`src/rtl/core/three_source_velocity_fusion_core_macros.svh`:
```
// ----------------------------------------------------------------------------
// Assertion macros for the three source velocity fusion core
// Concurrent check wrappers clocked on aclk.
// ----------------------------------------------------------------------------
`ifndef THREE_SOURCE_VELOCITY_FUSION_CORE_MACROS_SVH
`define THREE_SOURCE_VELOCITY_FUSION_CORE_MACROS_SVH

// checked only outside reset
`define TSVF_ASSERT(lbl, prop, msg) \
    lbl: assert property (@(posedge aclk) disable iff (!aresetn) prop) else $error(msg);

// checked through reset as well
`define TSVF_ASSERT_RST(lbl, prop, msg) \
    lbl: assert property (@(posedge aclk) prop) else $error(msg);

`endif

```
`src/rtl/core/tsvf_pkg.sv`:
```
// ----------------------------------------------------------------------------
// tsvf_pkg
// Shared types, command codes, register codes and saturation helpers.
// ----------------------------------------------------------------------------
package tsvf_pkg;

    // datapath commands
    localparam logic [3:0] OP_NONE = 4'd0;
    localparam logic [3:0] OP_LOAD = 4'd1;
    localparam logic [3:0] OP_EMAG = 4'd2;
    localparam logic [3:0] OP_EHI  = 4'd3;
    localparam logic [3:0] OP_ELO  = 4'd4;
    localparam logic [3:0] OP_IMU  = 4'd5;
    localparam logic [3:0] OP_RNG  = 4'd6;
    localparam logic [3:0] OP_SATR = 4'd7;
    localparam logic [3:0] OP_CMP  = 4'd8;
    localparam logic [3:0] OP_FIN  = 4'd9;

    // configuration register indexes
    localparam logic [1:0] CFG_SAMPLE_PERIOD = 2'd0;
    localparam logic [1:0] CFG_SAMPLE_RATE   = 2'd1;
    localparam logic [1:0] CFG_WHEEL_RADIUS  = 2'd2;

    localparam logic [15:0] SAMPLE_PERIOD_RST = 16'd655;
    localparam logic [15:0] SAMPLE_RATE_RST   = 16'd100;
    localparam logic [19:0] WHEEL_RADIUS_RST  = 20'd7864;

    localparam logic [31:0] S32_MAX     = 32'h7FFF_FFFF;
    localparam logic [31:0] S32_MIN     = 32'h8000_0000;
    localparam logic [52:0] MAG_NEG_LIM = 53'h0_0000_8000_0000;
    localparam logic [52:0] MAG_POS_LIM = 53'h0_0000_7FFF_FFFF;

    typedef struct packed {
        logic [3:0] op;
    } dp_cmd_t;

    typedef struct packed {
        logic out_free;
    } dp_sts_t;

    // sign-magnitude to saturated signed 32
    function automatic logic [31:0] sat_mag(input logic [52:0] mag, input logic neg);
        logic [31:0] res;
        if (neg) begin
            if (mag > MAG_NEG_LIM) begin
                res = S32_MIN;
            end else begin
                res = ~mag[31:0] + 32'd1;
            end
        end else begin
            if (mag > MAG_POS_LIM) begin
                res = S32_MAX;
            end else begin
                res = mag[31:0];
            end
        end
        return res;
    endfunction

    // signed 34 to saturated signed 32
    function automatic logic [31:0] sat_s34(input logic [33:0] v);
        logic [31:0] res;
        if (!v[33] && (v[32:31] != 2'b00)) begin
            res = S32_MAX;
        end else if (v[33] && (v[32:31] != 2'b11)) begin
            res = S32_MIN;
        end else begin
            res = v[31:0];
        end
        return res;
    endfunction

endpackage

```
`src/rtl/core/three_source_velocity_fusion_core.sv`:
```
// ----------------------------------------------------------------------------
// three_source_velocity_fusion_core
// Encoder, integrated-acceleration and range speed estimates with a
// closest-pair average, one result per sample.
// ----------------------------------------------------------------------------
//  channel  | direction | payload
//  s_*      | in        | tdata[95:0]: wheel_angle, accel_sample, range_distance
//  m_*      | out       | tdata[127:0]: speed_encoder, speed_imu, speed_range, speed_fused
//  cfg_*    | in        | cfg_index[1:0], cfg_data[19:0]
//
//  Each item steps through accept, five passes through the single shared
//  33x20 multiplier, range saturation, pair vote and result load.
//  The result register is loaded in the last step; a held result
//  stalls that final load, and the next item waits until it is done.
//  Reset (aresetn low, synchronous) zeroes history and restores config.
// ----------------------------------------------------------------------------
`include "three_source_velocity_fusion_core_macros.svh"

module three_source_velocity_fusion_core (
    input  logic         aclk,
    input  logic         aresetn,
    input  logic         s_tvalid,
    output logic         s_tready,
    input  logic [95:0]  s_tdata,   // wheel_angle, accel_sample, range_distance
    output logic         m_tvalid,
    input  logic         m_tready,
    output logic [127:0] m_tdata,   // speed_encoder, speed_imu, speed_range, speed_fused
    input  logic         cfg_valid,
    output logic         cfg_ready,
    input  logic [1:0]   cfg_index,
    input  logic [19:0]  cfg_data
);

    tsvf_pkg::dp_cmd_t cmd;
    tsvf_pkg::dp_sts_t sts;

    assign cfg_ready = 1'b1;

    tsvf_ctrl u_ctrl (
        .aclk     (aclk),
        .aresetn  (aresetn),
        .s_tvalid (s_tvalid),
        .s_tready (s_tready),
        .cmd      (cmd),
        .sts      (sts)
    );

    tsvf_datapath u_dp (
        .aclk      (aclk),
        .aresetn   (aresetn),
        .cfg_we    (cfg_valid && cfg_ready),
        .cfg_index (cfg_index),
        .cfg_data  (cfg_data),
        .s_tdata   (s_tdata),
        .m_tdata   (m_tdata),
        .m_tvalid  (m_tvalid),
        .m_tready  (m_tready),
        .cmd       (cmd),
        .sts       (sts)
    );

    `TSVF_ASSERT(a_load_on_accept, (cmd.op == tsvf_pkg::OP_LOAD) |-> (s_tvalid && s_tready), "load without accept")
    `TSVF_ASSERT(a_accept_starts, (s_tvalid && s_tready) |=> ((cmd.op == tsvf_pkg::OP_EMAG) && !s_tready), "item did not start")
    `TSVF_ASSERT(a_fin_sets_valid, (cmd.op == tsvf_pkg::OP_FIN) |=> m_tvalid, "result not presented")
    `TSVF_ASSERT_RST(a_reset_clears, !aresetn |=> (!m_tvalid && s_tready), "reset did not clear")

endmodule

```
`src/rtl/core/tsvf_ctrl.sv`:
```
// ----------------------------------------------------------------------------
// tsvf_ctrl
// Sequencer: walks one item through the shared-multiplier datapath.
// ----------------------------------------------------------------------------
module tsvf_ctrl (
    input  logic              aclk,
    input  logic              aresetn,
    input  logic              s_tvalid,
    output logic              s_tready,
    output tsvf_pkg::dp_cmd_t cmd,
    input  tsvf_pkg::dp_sts_t sts
);

    localparam logic [3:0] ST_IDLE = 4'd0;
    localparam logic [3:0] ST_EMAG = 4'd1;
    localparam logic [3:0] ST_EHI  = 4'd2;
    localparam logic [3:0] ST_ELO  = 4'd3;
    localparam logic [3:0] ST_IMU  = 4'd4;
    localparam logic [3:0] ST_RNG  = 4'd5;
    localparam logic [3:0] ST_SATR = 4'd6;
    localparam logic [3:0] ST_CMP  = 4'd7;
    localparam logic [3:0] ST_FIN  = 4'd8;

    logic [3:0] state_reg;
    logic [3:0] state_next;

    assign s_tready = (state_reg == ST_IDLE);

    always_comb begin
        state_next = state_reg;
        cmd.op     = tsvf_pkg::OP_NONE;
        unique case (state_reg)
            ST_IDLE: begin
                if (s_tvalid) begin
                    cmd.op     = tsvf_pkg::OP_LOAD;
                    state_next = ST_EMAG;
                end
            end
            ST_EMAG: begin
                cmd.op     = tsvf_pkg::OP_EMAG;
                state_next = ST_EHI;
            end
            ST_EHI: begin
                cmd.op     = tsvf_pkg::OP_EHI;
                state_next = ST_ELO;
            end
            ST_ELO: begin
                cmd.op     = tsvf_pkg::OP_ELO;
                state_next = ST_IMU;
            end
            ST_IMU: begin
                cmd.op     = tsvf_pkg::OP_IMU;
                state_next = ST_RNG;
            end
            ST_RNG: begin
                cmd.op     = tsvf_pkg::OP_RNG;
                state_next = ST_SATR;
            end
            ST_SATR: begin
                cmd.op     = tsvf_pkg::OP_SATR;
                state_next = ST_CMP;
            end
            ST_CMP: begin
                cmd.op     = tsvf_pkg::OP_CMP;
                state_next = ST_FIN;
            end
            ST_FIN: begin
                if (sts.out_free) begin
                    cmd.op     = tsvf_pkg::OP_FIN;
                    state_next = ST_IDLE;
                end
            end
            default: begin
                state_next = ST_IDLE;
            end
        endcase
    end

    always_ff @(posedge aclk) begin
        if (!aresetn) begin
            state_reg <= ST_IDLE;
        end else begin
            state_reg <= state_next;
        end
    end

endmodule

```
`src/rtl/core/tsvf_datapath.sv`:
```
// ----------------------------------------------------------------------------
// tsvf_datapath
// Config registers, sample history, one shared 33x20 multiplier, saturation,
// closest-pair vote and the result register.
// ----------------------------------------------------------------------------
module tsvf_datapath (
    input  logic              aclk,
    input  logic              aresetn,
    input  logic              cfg_we,
    input  logic [1:0]        cfg_index,
    input  logic [19:0]       cfg_data,
    input  logic [95:0]       s_tdata,
    output logic [127:0]      m_tdata,
    output logic              m_tvalid,
    input  logic              m_tready,
    input  tsvf_pkg::dp_cmd_t cmd,
    output tsvf_pkg::dp_sts_t sts
);

    logic [15:0]  period_reg;
    logic [15:0]  rate_reg;
    logic [19:0]  radius_reg;

    logic [31:0]  last_angle_reg;
    logic [31:0]  last_accel_reg;
    logic [31:0]  last_dist_reg;
    logic [31:0]  imu_sum_reg;

    logic [32:0]  da_mag_reg;
    logic         da_neg_reg;
    logic [32:0]  acc_mag_reg;
    logic         acc_neg_reg;
    logic [32:0]  dd_mag_reg;
    logic         dd_neg_reg;
    logic [52:0]  prod_reg;
    logic [15:0]  elo_reg;
    logic [51:0]  ehi_reg;
    logic [31:0]  ve_reg;
    logic [31:0]  vl_reg;
    logic [32:0]  psum_reg;
    logic [127:0] m_tdata_reg;
    logic         m_tvalid_reg;

    logic [31:0]  angle_in;
    logic [31:0]  accel_in;
    logic [31:0]  dist_in;
    logic [32:0]  da;
    logic [32:0]  asum;
    logic [32:0]  dd;
    logic [32:0]  mul_a;
    logic [19:0]  mul_b;
    logic [52:0]  mul_p;
    logic [31:0]  ve_next;
    logic [31:0]  inc;
    logic [31:0]  imu_sum_next;
    logic [31:0]  vl_next;
    logic [32:0]  d_et;
    logic [32:0]  d_el;
    logic [32:0]  d_tl;
    logic [32:0]  psum_next;
    logic [32:0]  psum_adj;

    function automatic logic [32:0] sdiff_abs(input logic [31:0] a, input logic [31:0] b);
        logic [32:0] d;
        d = {a[31], a} - {b[31], b};
        return d[32] ? (~d + 33'd1) : d;
    endfunction

    function automatic logic [32:0] mag33(input logic [32:0] v);
        return v[32] ? (~v + 33'd1) : v;
    endfunction

    assign angle_in = s_tdata[31:0];
    assign accel_in = s_tdata[63:32];
    assign dist_in  = s_tdata[95:64];

    assign da   = {angle_in[31], angle_in} - {last_angle_reg[31], last_angle_reg};
    assign asum = {accel_in[31], accel_in} + {last_accel_reg[31], last_accel_reg};
    assign dd   = {dist_in[31], dist_in} - {last_dist_reg[31], last_dist_reg};

    always_comb begin
        mul_a = '0;
        mul_b = '0;
        unique case (cmd.op)
            tsvf_pkg::OP_EMAG: begin
                mul_a = da_mag_reg;
                mul_b = {4'b0, rate_reg};
            end
            tsvf_pkg::OP_EHI: begin
                mul_a = {1'b0, prod_reg[47:16]};
                mul_b = radius_reg;
            end
            tsvf_pkg::OP_ELO: begin
                mul_a = {17'b0, elo_reg};
                mul_b = radius_reg;
            end
            tsvf_pkg::OP_IMU: begin
                mul_a = acc_mag_reg;
                mul_b = {4'b0, period_reg};
            end
            tsvf_pkg::OP_RNG: begin
                mul_a = dd_mag_reg;
                mul_b = {4'b0, rate_reg};
            end
            default: begin
                mul_a = '0;
                mul_b = '0;
            end
        endcase
    end

    assign mul_p = {20'b0, mul_a} * {33'b0, mul_b};

    // hi*r + (lo*r >> 16)
    assign ve_next = tsvf_pkg::sat_mag({1'b0, ehi_reg} + {33'b0, prod_reg[35:16]}, da_neg_reg);
    assign inc     = tsvf_pkg::sat_mag({21'b0, prod_reg[48:17]}, acc_neg_reg);
    assign imu_sum_next = tsvf_pkg::sat_s34({{2{imu_sum_reg[31]}}, imu_sum_reg}
                                          + {{2{inc[31]}}, inc});
    assign vl_next = tsvf_pkg::sat_mag({4'b0, prod_reg[48:0]}, dd_neg_reg);

    assign d_et = sdiff_abs(ve_reg, imu_sum_reg);
    assign d_el = sdiff_abs(ve_reg, vl_reg);
    assign d_tl = sdiff_abs(imu_sum_reg, vl_reg);

    always_comb begin
        if ((d_et <= d_el) && (d_et <= d_tl)) begin
            psum_next = {ve_reg[31], ve_reg} + {imu_sum_reg[31], imu_sum_reg};
        end else if ((d_el <= d_et) && (d_el <= d_tl)) begin
            psum_next = {ve_reg[31], ve_reg} + {vl_reg[31], vl_reg};
        end else begin
            psum_next = {imu_sum_reg[31], imu_sum_reg} + {vl_reg[31], vl_reg};
        end
    end

    // halve, truncating toward zero
    assign psum_adj = psum_reg + {32'b0, psum_reg[32]};

    always_ff @(posedge aclk) begin
        if (!aresetn) begin
            period_reg     <= tsvf_pkg::SAMPLE_PERIOD_RST;
            rate_reg       <= tsvf_pkg::SAMPLE_RATE_RST;
            radius_reg     <= tsvf_pkg::WHEEL_RADIUS_RST;
            last_angle_reg <= '0;
            last_accel_reg <= '0;
            last_dist_reg  <= '0;
            imu_sum_reg    <= '0;
            m_tvalid_reg   <= 1'b0;
        end else begin
            if (cfg_we) begin
                unique case (cfg_index)
                    tsvf_pkg::CFG_SAMPLE_PERIOD: period_reg <= cfg_data[15:0];
                    tsvf_pkg::CFG_SAMPLE_RATE:   rate_reg   <= cfg_data[15:0];
                    tsvf_pkg::CFG_WHEEL_RADIUS:  radius_reg <= cfg_data;
                    default: begin
                    end
                endcase
            end
            if (cmd.op == tsvf_pkg::OP_LOAD) begin
                last_angle_reg <= angle_in;
                last_accel_reg <= accel_in;
                last_dist_reg  <= dist_in;
            end
            if (cmd.op == tsvf_pkg::OP_RNG) begin
                imu_sum_reg <= imu_sum_next;
            end
            if (cmd.op == tsvf_pkg::OP_FIN) begin
                m_tvalid_reg <= 1'b1;
            end else if (m_tvalid_reg && m_tready) begin
                m_tvalid_reg <= 1'b0;
            end
        end
    end

    always_ff @(posedge aclk) begin
        unique case (cmd.op)
            tsvf_pkg::OP_LOAD: begin
                da_mag_reg  <= mag33(da);
                da_neg_reg  <= da[32];
                acc_mag_reg <= mag33(asum);
                acc_neg_reg <= asum[32];
                dd_mag_reg  <= mag33(dd);
                dd_neg_reg  <= dd[32];
            end
            tsvf_pkg::OP_EMAG: begin
                prod_reg <= mul_p;
            end
            tsvf_pkg::OP_EHI: begin
                prod_reg <= mul_p;
                elo_reg  <= prod_reg[15:0];
            end
            tsvf_pkg::OP_ELO: begin
                prod_reg <= mul_p;
                ehi_reg  <= prod_reg[51:0];
            end
            tsvf_pkg::OP_IMU: begin
                prod_reg <= mul_p;
                ve_reg   <= ve_next;
            end
            tsvf_pkg::OP_RNG: begin
                prod_reg <= mul_p;
            end
            tsvf_pkg::OP_SATR: begin
                vl_reg <= vl_next;
            end
            tsvf_pkg::OP_CMP: begin
                psum_reg <= psum_next;
            end
            tsvf_pkg::OP_FIN: begin
                m_tdata_reg <= {psum_adj[32:1], vl_reg, imu_sum_reg, ve_reg};
            end
            default: begin
            end
        endcase
    end

    assign m_tdata      = m_tdata_reg;
    assign m_tvalid     = m_tvalid_reg;
    assign sts.out_free = !m_tvalid_reg || m_tready;

endmodule

```
`config.mk`:
```
export PLATFORM = sky130hd
export DESIGN_NAME = three_source_velocity_fusion_core
export DESIGN_NICKNAME = d
export VERILOG_FILES = /design/src/rtl/core/tsvf_pkg.sv /design/src/rtl/core/three_source_velocity_fusion_core.sv /design/src/rtl/core/tsvf_ctrl.sv /design/src/rtl/core/tsvf_datapath.sv
export VERILOG_INCLUDE_DIRS = /design/src /design/src/rtl/core
export SDC_FILE = /design/constraint.sdc
export NUM_CORES = 2
export LEC_CHECK = 0
export BUFFER_PORTS_ARGS = -buffer_cell sky130_fd_sc_hd__buf_2
export CAP_MARGIN = 20
export CORE_MARGIN = 1.5
export CORE_UTILIZATION = 50
export DETAILED_ROUTE_END_ITERATION = 10
export GPL_TIMING_DRIVEN = 1
export PLACE_DENSITY = 0.78
export SLEW_MARGIN = 20
export SYNTH_ARGS = -nofsm -noshare
export SYNTH_HDL_FRONTEND = slang
export SYNTH_SLANG_ARGS = --single-unit
```
`constraint.sdc`:
```
create_clock -name aclk -period 27.1 [get_ports aclk]
set_input_delay 1.355 -clock aclk [delete_from_list [all_inputs] [get_ports aclk]]
set_output_delay 1.355 -clock aclk [all_outputs]
set_load 0.02 [all_outputs]
```
## Word-level counts from Yosys, hierarchy flattened

Index checks and enable logic that the tools add are counted.

| word-level totals | value |
|---|---|
| register bits | 632 |
| bits of input ports | 123 |
| output and inout bits | 131 |
| logic and storage cells | 136 |

| operators by class | value |
|---|---|
| $add $sub $neg | 21 |
| multiply operators | 1 |
| order comparisons | 10 |
| equality and inequality tests | 22 |
| mux-type cells | 29 |
| bitwise logic cells | 9 |
| reductions and logical operators | 19 |

Operator list:

| kind | number |
|---|---|
| 2-to-1 mux 32 bit | 14 |
| adder 33 x 1 -> 33 bit (second input constant) | 6 |
| NOT 33 bit | 6 |
| adder 32 x 32 -> 33 bit | 5 |
| 2-to-1 mux 33 bit | 5 |
| case mux 33 bit (5 select lines) | 1 |
| subtractor 32 x 32 -> 33 bit | 5 |
| less-or-equal comparator 33 bit | 4 |
| adder 32 x 1 -> 32 bit (second input constant) | 3 |
| NOT 32 bit | 3 |
| case mux 4 bit (9 select lines) | 2 |
| case mux 20 bit (3 select lines) | 1 |
| adder 52 x 20 -> 53 bit | 1 |
| > comparator 53 x 31 -> 1 bit (second input constant) | 1 |
| > comparator 53 x 32 -> 1 bit (second input constant) | 1 |
| multiplier 33 x 20 -> 52 bit | 1 |
| > comparator 49 x 31 -> 1 bit (second input constant) | 1 |
| > comparator 49 x 32 -> 1 bit (second input constant) | 1 |
| adder 33 x 1 -> 33 bit | 1 |
| equality test 4 x 3 -> 1 bit (second input constant) | 8 |
| > comparator 32 x 31 -> 1 bit (second input constant) | 1 |
| > comparator 32 bit (second input constant) | 1 |
| equality test 4 x 2 -> 1 bit (second input constant) | 4 |
| equality test 4 bit (second input constant) | 3 |
| other kinds (15) | 32 |

## Longest topological paths before layout

| logic depth | value |
|---|---|
| word-level depth | 9 |
| mapped depth | 46 |
| mapped depth without buffers | 43 |

## Cells and area by module

From an unflattened synthesis, not the netlist that was laid out.

| second synthesis, totals | value |
|---|---|
| cell total of the unflattened synthesis | 7982 |
| area total of the unflattened synthesis | 69699.3 sq um |

By module, submodules not included:

| module | times used | cells each | area each (sq um) |
|---|---|---|---|
| tsvf_datapath | 1 | 7955 | 69459.1 |
| tsvf_ctrl | 1 | 25 | 229.0 |
| three_source_velocity_fusion_core | 1 | 2 | 11.3 |

## Worst setup path before layout

Ideal clock, no wire load.

| timing path | value |
|---|---|
| path kind | register to register |
| from | reg u_ctrl.state_reg[1] |
| to | reg u_dp.prod_reg[51] (data pin) |
| setup time | 260 ps |
| arrival | 10197 ps |
| required time | 26840 ps |
| setup slack | 16643 ps |
| stages on the path, launching flop included | 37 |
| path buffers | 4 |
| period minus slack after synthesis | 10457 ps |
| cells stage by stage | dfxtp_1 clkbuf_1 nor2b_1 and3b_1 clkbuf_1 clkbuf_1 nand2_1 o2111ai_1 clkbuf_1 nand2_1 fa_1 inv_1 fa_1 inv_1 fa_1 inv_1 fa_1 inv_1 fa_1 inv_1 fa_1 inv_1 fa_1 inv_1 ha_1 nand2_1 or3_1 a211oi_1 o21ai_0 a21boi_0 a221oi_1 o31ai_1 a31oi_1 o311ai_0 a31o_2 a21oi_1 xnor2_1 |

| on the way | value |
|---|---|
| cells in the longest elaborated chain, start to end | 6 |

Ends and longest elaborated chain:

| what | line | source |
|---|---|---|
| from (decl) | tsvf_ctrl.sv:24 | `logic [3:0] state_reg;` |
| from (signal assigned) | tsvf_ctrl.sv:83 | `state_reg <= state_next;` |
| equality test 4 bit (tied with other cells) | tsvf_ctrl.sv:32 | `unique case (state_reg)` |
| case mux 4 bit (9 select lines) (*) | tsvf_ctrl.sv:32 |  |
| equality test 4 x 2 -> 1 bit / equality test 4 x 3 -> 1 bit (equally long branches) | tsvf_datapath.sv:84 | `unique case (cmd.op)` |
| OR reduction 2 bit (no line) | n/a |  |
| case mux 20 bit (3 select lines) | tsvf_datapath.sv:84 |  |
| multiplier 33 x 20 -> 52 bit (*) | tsvf_datapath.sv:112 | `assign mul_p = {20'b0, mul_a} * {33'b0, mul_b};` |
| named net u_dp.mul_p[51] | tsvf_datapath.sv:52 | `logic [52:0] mul_p;` |
| to (signal assigned) | tsvf_datapath.sv:185 | `prod_reg <= mul_p;` |
| to (signal assigned) | tsvf_datapath.sv:188 | `prod_reg <= mul_p;` |
| to (signal assigned) | tsvf_datapath.sv:192 | `prod_reg <= mul_p;` |
| to (decl) | tsvf_datapath.sv:35 | `logic [52:0] prod_reg;` |

The timed path passes the listed nets; every way through them passes the cells marked *.
A chain may end at the register's enable or synchronous reset.

## Final worst setup path

| timing path | value |
|---|---|
| from | reg u_dp.ve_reg[0] |
| to | reg u_dp.psum_reg[31] (data pin) |

| on the way | value |
|---|---|
| cells in the longest elaborated chain, start to end | 8 |

Ends and longest elaborated chain:

| what | line | source |
|---|---|---|
| from (decl) | tsvf_datapath.sv:38 | `logic [31:0] ve_reg;` |
| from (signal assigned) | tsvf_datapath.sv:197 | `ve_reg <= ve_next;` |
| subtractor 32 x 32 -> 33 bit | tsvf_datapath.sv:65 | `d = {a[31], a} - {b[31], b};` |
| NOT 33 bit | tsvf_datapath.sv:66 | `return d[32] ? (~d + 33'd1) : d;` |
| adder 33 x 1 -> 33 bit | tsvf_datapath.sv:66 |  |
| 2-to-1 mux 33 bit | tsvf_datapath.sv:66 |  |
| less-or-equal comparator 33 bit | tsvf_datapath.sv:128 | `end else if ((d_el <= d_et) && (d_el <= d_tl)) begin` |
| logical AND 1 bit | tsvf_datapath.sv:128 |  |
| 2-to-1 mux 33 bit | tsvf_datapath.sv:128 |  |
| 2-to-1 mux 33 bit (*) | tsvf_datapath.sv:126 | `if ((d_et <= d_el) && (d_et <= d_tl)) begin` |
| named net u_dp.psum_next[31] | tsvf_datapath.sv:60 | `logic [32:0] psum_next;` |
| to (signal assigned) | tsvf_datapath.sv:206 | `psum_reg <= psum_next;` |
| to (decl) | tsvf_datapath.sv:40 | `logic [32:0] psum_reg;` |

Marks and branches as above.

==> flow_results.org <==
** Clock network
- In this run the post-CTS setup repair buffer count came out at 0.
- Clock-pin slew on the worst setup and hold paths :: ~60 ps
- Clock latency of the later-clocked register in the worst-skew pair :: 720 ps
- Counting the buffers created by CTS gives slightly below 80.
- Hold_buf cts :: 0
- In this run the deepest clock path goes through 3 buffers.
- The tree is rooted in a sky130_fd_sc_hd__clkbuf_16.
- Post-CTS repair changed the size of 0 cells.
- The H-tree generated during clock tree synthesis spans 3 levels.
- Num Clock Sinks :: 632
- Clock tree from TritonCTS :: built

** Run
- Max Cap Violations :: 0

** Pwr
- The design draws a little over 4 mW.
- Areal power density over the cells :: 52.9 mW/mm^2
- In this run the static leakage power is 32.8 nW.
- Max IR drop VDD :: 0.0616 mV

** Routing
- The routed design has 230,000 microns of wire.
- The first routing iteration left about 5,300 violations.
- Using the TritonRoute via totals, the vias-per-cell ratio works out to 6.02.
- Wire length per cell :: 22.7 microns
- For this block, the via count after detailed routing is 60,969.
- DRC errors left :: 0
- Count of TritonRoute iterations in the first routing pass :: 7
- The detail route stage leaves a number of antenna-violating nets equal to 0.

** GRT
- First-pass GRT wire length :: about 350,000 microns
- Pin count of the biggest net entering global routing :: 129
- After global routing the overflow that remains totals 0.
- Tot GR Track Use :: approximately 32%
- Number of global-route vias before repair :: 60,434
- The number of antenna violations at the first check in global routing came to 8.

** Layout
- Most used cells in the layout excluding fill and tap cells :: sky130_fd_sc_hd__nand2_1, sky130_fd_sc_hd__inv_1, sky130_fd_sc_hd__nor2_1, sky130_fd_sc_hd__ha_1, sky130_fd_sc_hd__fa_1
- The finished cells cover between 0.07 and 0.08 sq mm.
- The finished layout holds 10,135 standard cells, fillers aside.
- Fraction of layout instances using a drive strength above 1 :: about 7.6%
- Flip-flop count of the largest register, all copies and words added :: 128
- Relative to the synthesized area, the layout overhead comes to 8.42%.
- Leaving out fill and tap cells, the most frequent cell in the layout is sky130_fd_sc_hd__nand2_1.
- For this run, the share of the core covered by cells in the final layout is 54.5%.
- Fill count :: 12,486
- The net count of the finished layout is 9,455.

** Worst setup path
- For the worst setup path, the data required time is between 20,000 and 30,000 ps.
- The worst register-to-register path begins at u_dp.ve_reg[0].
- STA classifies the critical path startpoint as a flip-flop.
- Slowest stage delay, CP :: 530 ps
- The critical path ends at u_dp.psum_reg[31].
- Along the worst path, the maximum fanout reaches 32.
- The worst setup path is captured at a flip-flop.
- Type of the worst setup path :: flip-flop to flip-flop
- Slack of the worst reg-to-reg path :: 15,830 ps
- Arr. time, crit path :: 11,690 ps
- On the critical path, the stage with the largest delay is an instance of sky130_fd_sc_hd__o311ai_0.
- The critical path starts at u_dp.ve_reg[0].
- Length in cells of the worst reg-to-reg path :: 43
- The endpoint identified for the worst register-to-register timing path is u_dp.psum_reg[31].
- Top cell by count, worst path :: sky130_fd_sc_hd__o21ai_0

** Timing
- Total of endpoints with negative setup slack in the final report :: 0
- The max-slew violation count is 0.
- Fraction of the cycle the final worst path needs :: between 40% and 50%
- Final critical path time including I/O delays and setup :: 11,270 ps
- Max_slew headroom :: 13.8%
- Setup TNS :: 0 ps
- Across the routed clock network, the largest skew measured is 42.9 ps.
- For the pin with the worst max-slew slack, the measured transition is 1280 ps.
- Static timing analysis puts the maximum clock frequency at 0.0887 GHz.
- Setup repair after global routing left no endpoint under its margin.
- The number of hold violations in the final report came to 0.

** Die
- Die Footprint :: 0.142 sq mm
- From left edge to right edge, the die measures 377 microns.
- In this run the vertical extent of the chip is about 380 microns.
- Core area :: 0.139 sq mm
- For this configuration, the core starts out at a cell density of a little over 50%.
- Site row count :: 137
- 254 I/O pins were placed.

** Synthesis
- The synthesized design contains 447 enable-type register cells.
- During synthesis, Yosys emitted a total of 0 warnings.
- Most frequently used flop master after synthesis :: sky130_fd_sc_hd__edfxtp_1
- Share of synthesized flip-flops with an asynchronous set or reset :: 0%
- Synth Cell Area :: 0.0701 sq mm
- A synthesized cell averages a little under 9 sq um.
- Number of distinct library cells after synthesis :: 103
- Number of cells produced by synthesis :: ~8,100
- Of the synthesized area, sequential elements account for 24.4%.
- Flip-flop and latch count after synthesis :: 632

** Status
- The run finished with clean final reports.

** Placement
- Number of port buffers :: 252
- Placed cell count :: 9,989
- Detailed placement ended at an HPWL of 182,000 microns.
- The congestion estimate from routability-driven global placement came to 1.05.
- After detailed placement, the total cell area comes to 0.0734 sq mm.

** Hold path
- The min-delay analysis places its worst path in the category flip-flop to flip-flop.
==> power by group <==
| part | internal (mW) | switching (mW) |
|---|---|---|
| registers | 1.16 | 0.0965 |
| logic | 0.587 | 1.10 |
| clock network | 0.615 | 0.459 |
==> cells in the mapped netlist (81+ instances only) <==
| cell type | n | area, sq um |
|---|---|---|
| sky130_fd_sc_hd__nor3_1 | 124 | 621 |
| sky130_fd_sc_hd__o21ai_0 | 293 | 1470 |
| sky130_fd_sc_hd__fa_1 | 563 | 11300 |
| sky130_fd_sc_hd__nor2_1 | 669 | 2510 |
| sky130_fd_sc_hd__inv_1 | 932 | 3500 |
| sky130_fd_sc_hd__xor2_1 | 199 | 1740 |
| sky130_fd_sc_hd__a21boi_0 | 154 | 1160 |
| sky130_fd_sc_hd__nand3_1 | 112 | 561 |
| sky130_fd_sc_hd__nand2_1 | 1099 | 4130 |
| sky130_fd_sc_hd__xnor2_1 | 362 | 3170 |
| sky130_fd_sc_hd__nand4_1 | 81 | 507 |
| sky130_fd_sc_hd__ha_1 | 577 | 7220 |
| sky130_fd_sc_hd__edfxtp_1 | 447 | 13400 |
| sky130_fd_sc_hd__a21o_1 | 195 | 1460 |
| sky130_fd_sc_hd__a21oi_1 | 421 | 2110 |
| sky130_fd_sc_hd__dfxtp_1 | 185 | 3700 |
| sky130_fd_sc_hd__clkbuf_1 | 299 | 1120 |
==> cells by family after synthesis <==
logic type | share of synthesized area (%)
xor gates and xnor gates | 7.01
other | 0.0107
adders and majority gates | 26.4
buffers and inverters | 6.83
DFF | 24.4
muxes | 1.27
AOI/OAI and AO/OA | 17.1
and+or+nand+nor | 16.9
==> worst min-delay path by stage <==
stage / from / endpoint / slack, ps / depth (start not counted)
6_report: u_dp.prod_reg[50] / u_dp.ehi_reg[50] / 410 / 0
5_1_grt: u_dp.prod_reg[50] / u_dp.ehi_reg[50] / 410 / 0
4_1_cts: u_dp.prod_reg[50] / u_dp.ehi_reg[50] / 410 / 0
3_5_place_dp: u_dp.prod_reg[50] / u_dp.ehi_reg[50] / 410 / 0
3_3_place_gp: u_dp.prod_reg[50] / u_dp.ehi_reg[50] / 400 / 0
2_1_floorplan: u_dp.prod_reg[49] / u_dp.ehi_reg[49] / 400 / 0
==> final cells by class <==
class	count	area [sq um]	share of cell area, %
Multi-Input combinational cell	6188	48300	63.6
Sequential cell	632	17100	22.5
Inverter	933	3510	4.62
Tap cell	1876	2350	3.09
Timing Repair Buffer	360	2090	2.75
Clock buffer	93	2050	2.70
Clock inverter	48	537	0.706
Antenna cell	5	12.5	0.0165
==> metal layers <==
metal	track usage, %	vias to the layer above	wire (microns)
li1	-	27944	-
met1	37.1	29247	84300
met2	53.1	2978	106000
met3	6.45	792	20200
met4	22.7	8	19200
met5	0	-	57
==> stage by stage <==
| stage | setup WS, ps | hold slack (ps) |
|---|---|---|
| finish | 15830 | 412 |
| global route | 15060 | 414 |
| CTS | 15920 | 413 |
| detailed placement | 15930 | 408 |
| global placement | 16140 | 405 |
| floorplan | 16640 | 400 |
==> critical path, delay by kind of cell (launching register included) <==
family | cells | cell delay, ps
compound gates | 26 | 6800
flops | 1 | 420
fa+ha+maj | 4 | 1300
xor+xnor | 2 | 330
mux | 2 | 490
simple gates | 6 | 1000
buf+inv | 3 | 640
Note: power is estimated with default switching activity, not from simulation.
